$ cat src/hw/rtl/gcgm_pkg.sv
// Shared types, constants and helpers for the gray-to-color gradient map.
`default_nettype none

package gcgm_pkg;

  localparam int PIX_W     = 8;   // pixel, level and color component width
  localparam int CFG_W     = 64;  // widest configuration register
  localparam int CFG_IDX_W = 3;   // configuration register index width
  localparam int SLOT_W    = 3;   // index of a byte lane in a packed register
  localparam int NCH       = 3;   // red, green, blue
  localparam int DIV_STEPS = PIX_W;  // one quotient bit per divider stage
  localparam int PIPE_LAT  = 3 + DIV_STEPS;  // accept edge to strobe cycle

  typedef enum logic [CFG_IDX_W-1:0] {
    CFG_MODE       = 3'd0,
    CFG_STOP_COUNT = 3'd1,
    CFG_LEVELS     = 3'd2,
    CFG_RED        = 3'd3,
    CFG_GREEN      = 3'd4,
    CFG_BLUE       = 3'd5
  } cfg_idx_t;

  typedef enum logic {
    MODE_GRADIENT = 1'b0,
    MODE_CUT      = 1'b1
  } mode_t;

  // Byte lane idx of a packed eight-stop register.
  function automatic logic [PIX_W-1:0] byte_of(input logic [CFG_W-1:0] pk,
                                               input logic [SLOT_W-1:0] idx);
    return pk[{idx, 3'b000} +: PIX_W];
  endfunction

endpackage

`default_nettype wire

$ cat src/hw/rtl/gray_to_color_gradient_map.sv
// Top level: pipelined gray-to-color gradient map.
//
// Usage
//   Input: a transaction is accepted at a rising edge with start high and
//   busy low. busy stays low: the pipeline takes a new pixel every cycle.
//   Output: out_valid marks one cycle carrying out_red/out_green/out_blue.
//   The receiver cannot stall, so nothing in the pipeline ever holds.
//   Config: cfg_we/cfg_index/cfg_data write one register per edge; write
//   only while no pixel is in flight.
// Pipeline / throughput
//   out_valid follows the accepting edge through the registered stages search,
//   select, multiply, then eight divider stages of one quotient bit each.
//   Throughput is one pixel per clock; results leave in input order.
// Reset
//   rst_n low (synchronous) clears all valid bits and restores the default
//   map: two stops, level 0 black to level 255 white, gradient mode.
`default_nettype none

module gray_to_color_gradient_map
  import gcgm_pkg::*;
#(
  parameter int MAX_STOPS = 8
) (
  input  wire logic                 clk,
  input  wire logic                 rst_n,
  input  wire logic                 start,
  output logic                      busy,
  input  wire logic [PIX_W-1:0]     in_gray_level,
  input  wire logic                 cfg_we,
  input  wire logic [CFG_IDX_W-1:0] cfg_index,
  input  wire logic [CFG_W-1:0]     cfg_data,
  output logic                      out_valid,
  output logic [PIX_W-1:0]          out_red,
  output logic [PIX_W-1:0]          out_green,
  output logic [PIX_W-1:0]          out_blue
);

  // Stop index width: must hold MAX_STOPS itself ("past the last stop").
  localparam int KW = $clog2(MAX_STOPS + 1);

  // ---------------------------------------------------------------------
  // Configuration registers
  // ---------------------------------------------------------------------
  mode_t          mode_r;
  logic [3:0]     stop_count_r;
  logic [CFG_W-1:0] levels_r;
  logic [CFG_W-1:0] red_r;
  logic [CFG_W-1:0] green_r;
  logic [CFG_W-1:0] blue_r;

  always_ff @(posedge clk) begin
    if (!rst_n) begin
      mode_r       <= MODE_GRADIENT;
      stop_count_r <= 4'd2;
      levels_r     <= CFG_W'(16'hFF00);
      red_r        <= CFG_W'(16'hFF00);
      green_r      <= CFG_W'(16'hFF00);
      blue_r       <= CFG_W'(16'hFF00);
    end else if (cfg_we) begin
      unique case (cfg_idx_t'(cfg_index))
        CFG_MODE:       mode_r       <= mode_t'(cfg_data[0]);
        CFG_STOP_COUNT: stop_count_r <= cfg_data[3:0];
        CFG_LEVELS:     levels_r     <= cfg_data;
        CFG_RED:        red_r        <= cfg_data;
        CFG_GREEN:      green_r      <= cfg_data;
        CFG_BLUE:       blue_r       <= cfg_data;
        default:        ;  // unmapped index: write dropped
      endcase
    end
  end

  // Every cycle can take a transaction.
  assign busy = 1'b0;

  logic in_take;
  assign in_take = start && !busy;

  // ---------------------------------------------------------------------
  // Stage 1: stop search (parallel compares, lowest index wins)
  // ---------------------------------------------------------------------
  logic [KW-1:0]     n_w;
  logic [KW-1:0]     k_w;
  logic              past_end_w;
  logic              flat_w;
  logic [SLOT_W-1:0] lo_idx_w;

  always_comb begin
    if (stop_count_r > 4'(MAX_STOPS)) begin
      n_w = KW'(MAX_STOPS);
    end else if (stop_count_r == 4'd0) begin
      n_w = KW'(1);
    end else begin
      n_w = KW'(stop_count_r);
    end
    k_w = n_w;
    for (int i = MAX_STOPS - 1; i >= 1; i--) begin
      if ((KW'(i) < n_w) && (in_gray_level <= byte_of(levels_r, SLOT_W'(i)))) begin
        k_w = KW'(i);
      end
    end
    past_end_w = (k_w >= n_w);
    flat_w     = past_end_w || (mode_r == MODE_CUT);
    lo_idx_w   = past_end_w ? SLOT_W'(n_w - KW'(1)) : SLOT_W'(k_w - KW'(1));
  end

  logic              s1_v_r;
  logic [PIX_W-1:0]  s1_pix_r;
  logic              s1_flat_r;
  logic [SLOT_W-1:0] s1_lo_idx_r;
  logic [SLOT_W-1:0] s1_hi_idx_r;

  always_ff @(posedge clk) begin
    if (!rst_n) begin
      s1_v_r <= 1'b0;
    end else begin
      s1_v_r <= in_take;
    end
  end

  always_ff @(posedge clk) begin
    s1_pix_r    <= in_gray_level;
    s1_flat_r   <= flat_w;
    s1_lo_idx_r <= lo_idx_w;
    s1_hi_idx_r <= SLOT_W'(k_w);
  end

  // ---------------------------------------------------------------------
  // Stage 2: pick the two stops, form gap d and offset a.
  // Flat color and zero gap both become lo*1 + hi*0 over d = 1.
  // ---------------------------------------------------------------------
  logic [CFG_W-1:0] pal_w [NCH];
  logic [PIX_W-1:0] lo_lvl_w, hi_lvl_w, d_w, a_w;
  logic [PIX_W-1:0] d_fix_w, a_fix_w;
  logic [PIX_W-1:0] lo_c_w [NCH];
  logic [PIX_W-1:0] hi_c_w [NCH];

  assign pal_w[0] = red_r;
  assign pal_w[1] = green_r;
  assign pal_w[2] = blue_r;

  always_comb begin
    lo_lvl_w = byte_of(levels_r, s1_lo_idx_r);
    hi_lvl_w = byte_of(levels_r, s1_hi_idx_r);
    d_w      = hi_lvl_w - lo_lvl_w;   // 8-bit wrapping gap
    a_w      = s1_pix_r - lo_lvl_w;   // 8-bit wrapping offset
    if (a_w > d_w) begin
      a_w = d_w;
    end
    if (s1_flat_r || (d_w == '0)) begin
      d_fix_w = PIX_W'(1);
      a_fix_w = '0;
    end else begin
      d_fix_w = d_w;
      a_fix_w = a_w;
    end
    for (int c = 0; c < NCH; c++) begin
      lo_c_w[c] = byte_of(pal_w[c], s1_lo_idx_r);
      hi_c_w[c] = byte_of(pal_w[c], s1_hi_idx_r);
    end
  end

  logic             s2_v_r;
  logic [PIX_W-1:0] s2_a_r;
  logic [PIX_W-1:0] s2_dma_r;
  logic [PIX_W-1:0] s2_d_r;
  logic [PIX_W-1:0] s2_lo_r [NCH];
  logic [PIX_W-1:0] s2_hi_r [NCH];

  always_ff @(posedge clk) begin
    if (!rst_n) begin
      s2_v_r <= 1'b0;
    end else begin
      s2_v_r <= s1_v_r;
    end
  end

  always_ff @(posedge clk) begin
    s2_a_r   <= a_fix_w;
    s2_dma_r <= d_fix_w - a_fix_w;
    s2_d_r   <= d_fix_w;
    for (int c = 0; c < NCH; c++) begin
      s2_lo_r[c] <= lo_c_w[c];
      s2_hi_r[c] <= hi_c_w[c];
    end
  end

  // ---------------------------------------------------------------------
  // Stage 3: numerator lo*(d-a) + hi*a, fits 16 bits (at most 255*d).
  // Loads divider stage 0: remainder = top byte, low byte shifts in.
  // ---------------------------------------------------------------------
  logic             dv_v_r   [DIV_STEPS+1];
  logic [PIX_W-1:0] dv_d_r   [DIV_STEPS+1];
  logic [PIX_W-1:0] dv_rem_r [DIV_STEPS+1][NCH];
  logic [PIX_W-1:0] dv_low_r [DIV_STEPS+1][NCH];
  logic [PIX_W-1:0] dv_q_r   [DIV_STEPS+1][NCH];

  logic [2*PIX_W-1:0] num_w [NCH];

  always_comb begin
    for (int c = 0; c < NCH; c++) begin
      num_w[c] = (2*PIX_W)'(s2_lo_r[c]) * (2*PIX_W)'(s2_dma_r)
               + (2*PIX_W)'(s2_hi_r[c]) * (2*PIX_W)'(s2_a_r);
    end
  end

  always_ff @(posedge clk) begin
    if (!rst_n) begin
      dv_v_r[0] <= 1'b0;
    end else begin
      dv_v_r[0] <= s2_v_r;
    end
  end

  always_ff @(posedge clk) begin
    dv_d_r[0] <= s2_d_r;
    for (int c = 0; c < NCH; c++) begin
      dv_rem_r[0][c] <= num_w[c][2*PIX_W-1:PIX_W];
      dv_low_r[0][c] <= num_w[c][PIX_W-1:0];
      dv_q_r[0][c]   <= '0;
    end
  end

  // ---------------------------------------------------------------------
  // Divider: restoring, one quotient bit per stage. Top byte of the
  // numerator is below d, so the remainder always fits in 8 bits and the
  // quotient in 8 bits.
  // ---------------------------------------------------------------------
  for (genvar j = 1; j <= DIV_STEPS; j++) begin : g_div
    logic [PIX_W:0]   trial_w [NCH];
    logic             ge_w    [NCH];
    logic [PIX_W:0]   diff_w  [NCH];

    always_comb begin
      for (int c = 0; c < NCH; c++) begin
        trial_w[c] = {dv_rem_r[j-1][c], dv_low_r[j-1][c][PIX_W-1]};
        ge_w[c]    = (trial_w[c] >= {1'b0, dv_d_r[j-1]});
        diff_w[c]  = trial_w[c] - {1'b0, dv_d_r[j-1]};
      end
    end

    always_ff @(posedge clk) begin
      if (!rst_n) begin
        dv_v_r[j] <= 1'b0;
      end else begin
        dv_v_r[j] <= dv_v_r[j-1];
      end
    end

    always_ff @(posedge clk) begin
      dv_d_r[j] <= dv_d_r[j-1];
      for (int c = 0; c < NCH; c++) begin
        dv_rem_r[j][c] <= ge_w[c] ? diff_w[c][PIX_W-1:0] : trial_w[c][PIX_W-1:0];
        dv_low_r[j][c] <= {dv_low_r[j-1][c][PIX_W-2:0], 1'b0};
        dv_q_r[j][c]   <= {dv_q_r[j-1][c][PIX_W-2:0], ge_w[c]};
      end
    end
  end

  assign out_valid = dv_v_r[DIV_STEPS];
  assign out_red   = dv_q_r[DIV_STEPS][0];
  assign out_green = dv_q_r[DIV_STEPS][1];
  assign out_blue  = dv_q_r[DIV_STEPS][2];

endmodule

`default_nettype wire

$ cat config.mk
export PLATFORM = sky130hd
export DESIGN_NAME = gray_to_color_gradient_map
export DESIGN_NICKNAME = d
export VERILOG_FILES = /design/src/hw/rtl/gcgm_pkg.sv /design/src/hw/rtl/gray_to_color_gradient_map.sv
export SDC_FILE = /design/constraint.sdc
export NUM_CORES = 2
export LEC_CHECK = 0
export BUFFER_PORTS_ARGS = -buffer_cell sky130_fd_sc_hd__buf_2
export CAP_MARGIN = 20
export CORE_MARGIN = 2
export CORE_UTILIZATION = 53
export DETAILED_ROUTE_END_ITERATION = 12
export GPL_ROUTABILITY_DRIVEN = 0
export GPL_TIMING_DRIVEN = 0
export PLACE_DENSITY = 0.69
export SYNTH_ARGS = -nofsm -noshare
export SYNTH_HDL_FRONTEND = slang
export SYNTH_SLANG_ARGS = --single-unit
export TNS_END_PERCENT = 20
$ cat constraint.sdc
create_clock -name clk -period 11.8 [get_ports clk]
set_input_delay 1.18 -clock clk [delete_from_list [all_inputs] [get_ports clk]]
set_output_delay 1.18 -clock clk [all_outputs]
set_load 0.005 [all_outputs]
# Word-level counts from Yosys, hierarchy flattened
# Memories as Yosys holds them, arrays and structs flattened.
# Index checks and enable logic that the tools add are counted.
word_totals:
  mem_bits_rw: 777
  n_memories: 7
  in_bits: 79
  output_inout_bits: 26
  wordCells: 189
  regBits: 302
mem_list:
  columns: ["name", "words", "word_bits", "rd", "rd_ports_with_merged_regs", "write_ports", "line", "rtl"]
  rows:
  - ["dv_low_r", 9, 24, 8, 0, 9, "gray_to_color_gradient_map.sv:194", "logic [PIX_W-1:0] dv_low_r [DIV_STEPS+1][NCH];"]
  - ["dv_q_r", 9, 24, 9, 0, 9, "gray_to_color_gradient_map.sv:195", "logic [PIX_W-1:0] dv_q_r [DIV_STEPS+1][NCH];"]
  - ["dv_rem_r", 9, 24, 8, 0, 9, "gray_to_color_gradient_map.sv:193", "logic [PIX_W-1:0] dv_rem_r [DIV_STEPS+1][NCH];"]
  - ["dv_d_r", 9, 8, 8, 0, 9, "gray_to_color_gradient_map.sv:192", "logic [PIX_W-1:0] dv_d_r [DIV_STEPS+1];"]
  - ["s2_hi_r", 3, 8, 3, 0, 3, "gray_to_color_gradient_map.sv:167", "logic [PIX_W-1:0] s2_hi_r [NCH];"]
  - ["s2_lo_r", 3, 8, 3, 0, 3, "gray_to_color_gradient_map.sv:166", "logic [PIX_W-1:0] s2_lo_r [NCH];"]
  - ["1 more memories", null, null, null, null, null, null, null]
classes:
  mux: 48
  mul: 6
  n_lt_le_gt_ge: 41
  eq_ne: 5
  add_sub_neg: 32
  n_shift: 8
  n_bitwise: 9
  n_reduce_logical: 18
op_table:
  columns: ["operator", "n"]
  rows:
  - ["variable part select 64 x 7 -> 8 bit", 8]
  - ["greater-or-equal comparator 9 x 8 -> 1 bit", 24]
  - ["two-way mux 8 bit", 27]
  - ["subtractor 8 bit", 27]
  - ["multiplier 8 x 8 -> 16 bit", 6]
  - ["<= comparator 8 bit", 7]
  - ["adder 16 bit", 3]
  - ["two-way mux 4 bit", 9]
  - ["less-than comparator 3 x 4 -> 1 bit, first input constant", 4]
  - ["AND reduction 2 bit", 6]
  - ["two-way mux 1 bit", 11]
  - ["OR 1 bit", 9]
  - ["greater-than comparator 8 bit", 1]
  - ["logical NOT 8 bit", 1]
  - ["less-than comparator 2 x 4 -> 1 bit, first input constant", 2]
  - ["logical AND 1 bit", 7]
  - ["equality test 3 x 2 -> 1 bit, second input constant", 2]
  - ["equality test 3 bit, second input constant", 2]
  - ["subtractor 3 x 1 -> 3 bit, second input constant", 2]
  - ["greater-or-equal comparator 4 bit", 1]
  - ["greater-than comparator 4 bit, second input constant", 1]
  - ["logical NOT 4 bit", 1]
  - ["less-than comparator 1 x 4 -> 1 bit, first input constant", 1]
  - ["equality test 3 x 1 -> 1 bit, second input constant", 1]
  - ["3 further kinds", 4]

# Depth between registers and ports, before layout
logic_depth:
  word_depth: 14
  mapped_depth: 27
  ltp_nobuf: 23

# Worst setup path after synthesis
# OpenSTA, ideal clock, no wires.
synth_path:
  path_type: "reg2reg"
  from: "reg s1_hi_idx_r[0]"
  to: "reg s2_dma_r[7]"
  stages_incl_launch_ff: 28
  n_path_buf: 4
  arrival_ps: 5905
  setup_slack_ps: 5769
  t_required_ps: 11674
  period_less_slack_ps: 6031
  setup_ps: 126
  path_cell_list: "dfxtp_1 > clkbuf_1 > buf_1 > mux4_2 > mux2i_1 > inv_1 > ha_1 > nor2b_1 > o31a_1 > o211ai_1 > a21oi_1 > xnor2_2 > ha_1 > nand2_1 > a2111oi_4 > nor3b_2 > or2_1 > buf_6 > buf_12 > mux2i_1 > ha_1 > nor2b_1 > o21ai_0 > nand2b_1 > a21o_1 > a21oi_1 > o21ai_0 > xor2_1"
synth_via:
  elab_chain_len: 6
  word_cells_on_any_way: 9
  classes_between: "2 x add/sub; 1 x order compare; 1 x shift; 3 x mux; 2 x reduce/logical"
synth_rtl:
  columns: ["element", "line", "rtl"]
  rows:
  - ["start, declared", "gray_to_color_gradient_map.sv:110", "logic [SLOT_W-1:0] s1_hi_idx_r;"]
  - ["start signal, assigned", "gray_to_color_gradient_map.sv:124", "s1_hi_idx_r <= SLOT_W'(k_w);"]
  - ["variable part select 64 x 7 -> 8 bit (*)", "gcgm_pkg.sv:31", "return pk[{idx, 3'b000} +: PIX_W];"]
  - ["subtractor 8 bit (*)", "gray_to_color_gradient_map.sv:144", "d_w = hi_lvl_w - lo_lvl_w;"]
  - ["greater-than comparator 8 bit / logical NOT 8 bit (equally long branches)", "gray_to_color_gradient_map.sv:146, gray_to_color_gradient_map.sv:149", null]
  - ["two-way mux 8 bit / logical OR 1 bit (equally long branches)", "gray_to_color_gradient_map.sv:146, gray_to_color_gradient_map.sv:149", null]
  - ["two-way mux 8 bit", "gray_to_color_gradient_map.sv:149", "if (s1_flat_r || (d_w == '0)) begin"]
  - ["subtractor 8 bit (*)", "gray_to_color_gradient_map.sv:179", "s2_dma_r <= d_fix_w - a_fix_w;"]
  - ["end signal, assigned", "gray_to_color_gradient_map.sv:179", null]
  - ["end, declared", "gray_to_color_gradient_map.sv:164", "logic [PIX_W-1:0] s2_dma_r;"]
# Every way passes the cells marked *; elsewhere a longest branch is shown, timed or not.
# A chain may end at the register's enable or synchronous reset.

# Worst setup path after layout
# Same ends and word-level chain as after synthesis.

==> results.sh <==
export IMPL_outcome="finished clean"
export IMPL_die_y_um=310
export IMPL_drive_gt1_share_pct=11.1
export IMPL_drcViolationCount=0
export IMPL_area_delta_synth_final_pct=10.5
export IMPL_synthFlopType="dfxtp_1"
export IMPL_cts_repair_resized=0
export IMPL_reg2reg_slack_ns=4.43
export IMPL_fill_cells=8041
export IMPL_r2r_start="s1_hi_idx_r[0]$_DFF_P_"
export IMPL_cts_hold_fix_buffers=0
export IMPL_gr_usage_all_layers_pct=27.3
export IMPL_wl_mm=129
export IMPL_syn_inst=5021
export IMPL_io_pins=105
export IMPL_globalRoute_totalOverflow=0
export IMPL_final_setup_viol_count=0
export IMPL_root_buffer="clkbuf_16"
export IMPL_drt_first_pass_iters=5
export IMPL_hp_class="flop to flop"
export IMPL_grt_max_degree=16
export IMPL_ys_seq_elements=831
export IMPL_syn_area_um2=49800
export IMPL_max_clock_freq_ghz=0.136
export IMPL_async_flop_share_pct=0
export IMPL_dpl_cell_area_um2=51900
export IMPL_crit_type="flop to flop"
export IMPL_grt_pass1_vias=36400
export IMPL_max_stage_delay_ns=0.81
export IMPL_clk_pin_slew_ns=0.06
export IMPL_final_cell_mix="dfxtp_1 (831), nand2_1 (709), inv_1 (643)"
export IMPL_yosys_warnings=0
export IMPL_synth_compound_area_share_pct=9.32
export IMPL_core_rowCount=112
export IMPL_slew_viol_final=0
export IMPL_grt_pass1_wl_mm=200
export IMPL_synth_top_area_cell="dfxtp_1"
export IMPL_clock_latency_ns=0.68
export IMPL_synth_area_top_cells="dfxtp_1 (33%), fa_1 (13%), ha_1 (12%)"
export IMPL_die_x_um=310
export IMPL_worstPathArrival_ns=7.92
export IMPL_ys_types=77
export IMPL_syn_nets=5882
export IMPL_cap_violations=0
export IMPL_hpwl_mm=102
export IMPL_final_net_count=6077
export IMPL_synth_xor_area_share_pct=2.20
export IMPL_ys_seq_area_share_pct=33.4
export IMPL_cts_buffer_depth=3
export IMPL_antenna_found_initial=1
export IMPL_ant_nets=0
export IMPL_wl_per_cell_um=19.6
export IMPL_worst_setup_path_start_kind="flop"
export IMPL_synthSimpleGateAreaFrac_pct=13.8
export IMPL_pre_cts_slack_ns=4.50
export IMPL_period_needed_ns=7.37
export IMPL_synth_mux_area_share_pct=10.8
export IMPL_hp_start="dv_q_r[2][1]$_DFF_P_"
export IMPL_cts_setup_buffers=0
export IMPL_netlist_area_leader_share_pct=33.4
export IMPL_required_ns=12.36
export IMPL_design_area_um2=55000
export IMPL_syn_area_per_cell_um2=9.91
export IMPL_fin_ws_ns=4.43
export IMPL_final_common_cell="dfxtp_1"
export IMPL_rsz0062_at_grt="false"
export IMPL_cp_common_cell="ha_1"
export IMPL_die_area_um2=96400
export IMPL_cp_max_fo=10
export IMPL_hold_viol=0
export IMPL_initial_core_util_pct=53.4
export IMPL_antenna_cells=0
export IMPL_port_buffers=100
export IMPL_cp_startpoint="s1_hi_idx_r[0]$_DFF_P_"
export IMPL_worst_pin_slew_ns=1.11
export IMPL_vias_per_cell=5.48
export IMPL_synth_top_family_by_area="adder cells"
export IMPL_finalCritPeriodShare_pct=62.4
export IMPL_htreeDepth=3
export IMPL_endpoint_kind="flop"
export IMPL_cts_buffers=88
export IMPL_coreArea_um2=93200
export IMPL_worst_path_max_delay_cell="buf_1"
export IMPL_cts_tree="built"
export IMPL_tns_ns=0
export IMPL_drt_iter0_markers=2145
export IMPL_relSlewSlack_pct=26.0
export IMPL_synth_edff_count=0
export IMPL_vias=35800
export IMPL_synth_fa_ha_area_share_pct=24.4
export IMPL_finalClockSkew_ns=0.0348
export IMPL_clock_sinks=831
-- state kept, by name (all words and copies together), names as in the netlist, 8 cells and up --
name,flops
green_r,64
s2_d_r,8
levels_r,64
dv_rem_r,192
dv_q_r,108
dv_v_r,9
s2_hi_r,24
s1_pix_r,8
dv_d_r,64
s2_dma_r,8
dv_low_r,108
red_r,64
s2_lo_r,24
s2_a_r,8
blue_r,64
-- stage by stage --
step,cells,util (%),hold WS [ns]
finish,6545,59.0,0.318
global route,6545,59.0,0.321
CTS,6541,59.0,0.320
detailed placement,6376,55.6,0.312
global placement,6375,55.6,0.310
floorplan,5021,-,0.310
-- worst max-delay path, delay by kind of cell (launching register included) --
kind,cells,cell delay (ns)
AO/OA/AOI/OAI,8,1.75
buffers and inverters,5,1.84
adder cells (fa/ha/maj),3,0.86
AND/OR/NAND/NOR,6,0.96
XOR/XNOR,2,0.40
multiplexers,3,1.12
flip-flops,1,0.31
-- final cells by class --
type                    count  area (um2)  share of cell area (%)
multi-input cells        3389       30100                    54.7
flip-flops and latches    831       16600                    30.2
plain buffers             158         623                    1.13
inverters                 643        2410                    4.39
clock buffers             122        2560                    4.65
clock inverters            43         558                    1.01
well taps                1254        1570                    2.85
repair buffers            105         561                    1.02
-- synthesized netlist by cell type, types with 64 or more instances --
master,number
mux4_2,128
mux2_2,164
dfxtp_1,831
and2_1,261
xnor2_1,86
fa_1,312
mux2i_1,64
ha_1,470
nor2b_1,66
a21boi_0,267
clkbuf_1,131
a21oi_1,64
o21ai_0,130
nand2_1,709
inv_1,643
nor2_1,195
-- worst paths after layout --
path	end	cells past startpoint
hold reg to reg	dv_q_r[3][2]$_DFF_P_	0
setup / recovery	s2_dma_r[7]$_DFF_P_	27
setup reg to reg	s2_dma_r[7]$_DFF_P_	27
hold / removal	dv_q_r[3][2]$_DFF_P_	0
-- per-layer routing --
layer	routed length, um	track usage (%)
met5	0	0
met4	8930	16.9
met3	7710	4.08
met2	62000	47.1
met1	49900	32.0
-- cells by family after synthesis --
family | after synthesis
and+or+nand+nor | 1456
DFF | 831
buffers and inverters | 801
adders and majority gates | 782
AOI/OAI and AO/OA | 668
muxes | 358
xor gates and xnor gates | 124
other | 1
Power is left out: the tool's default activity adds up to more than one toggle a clock period on the data nets, which glitch-free logic cannot reach.
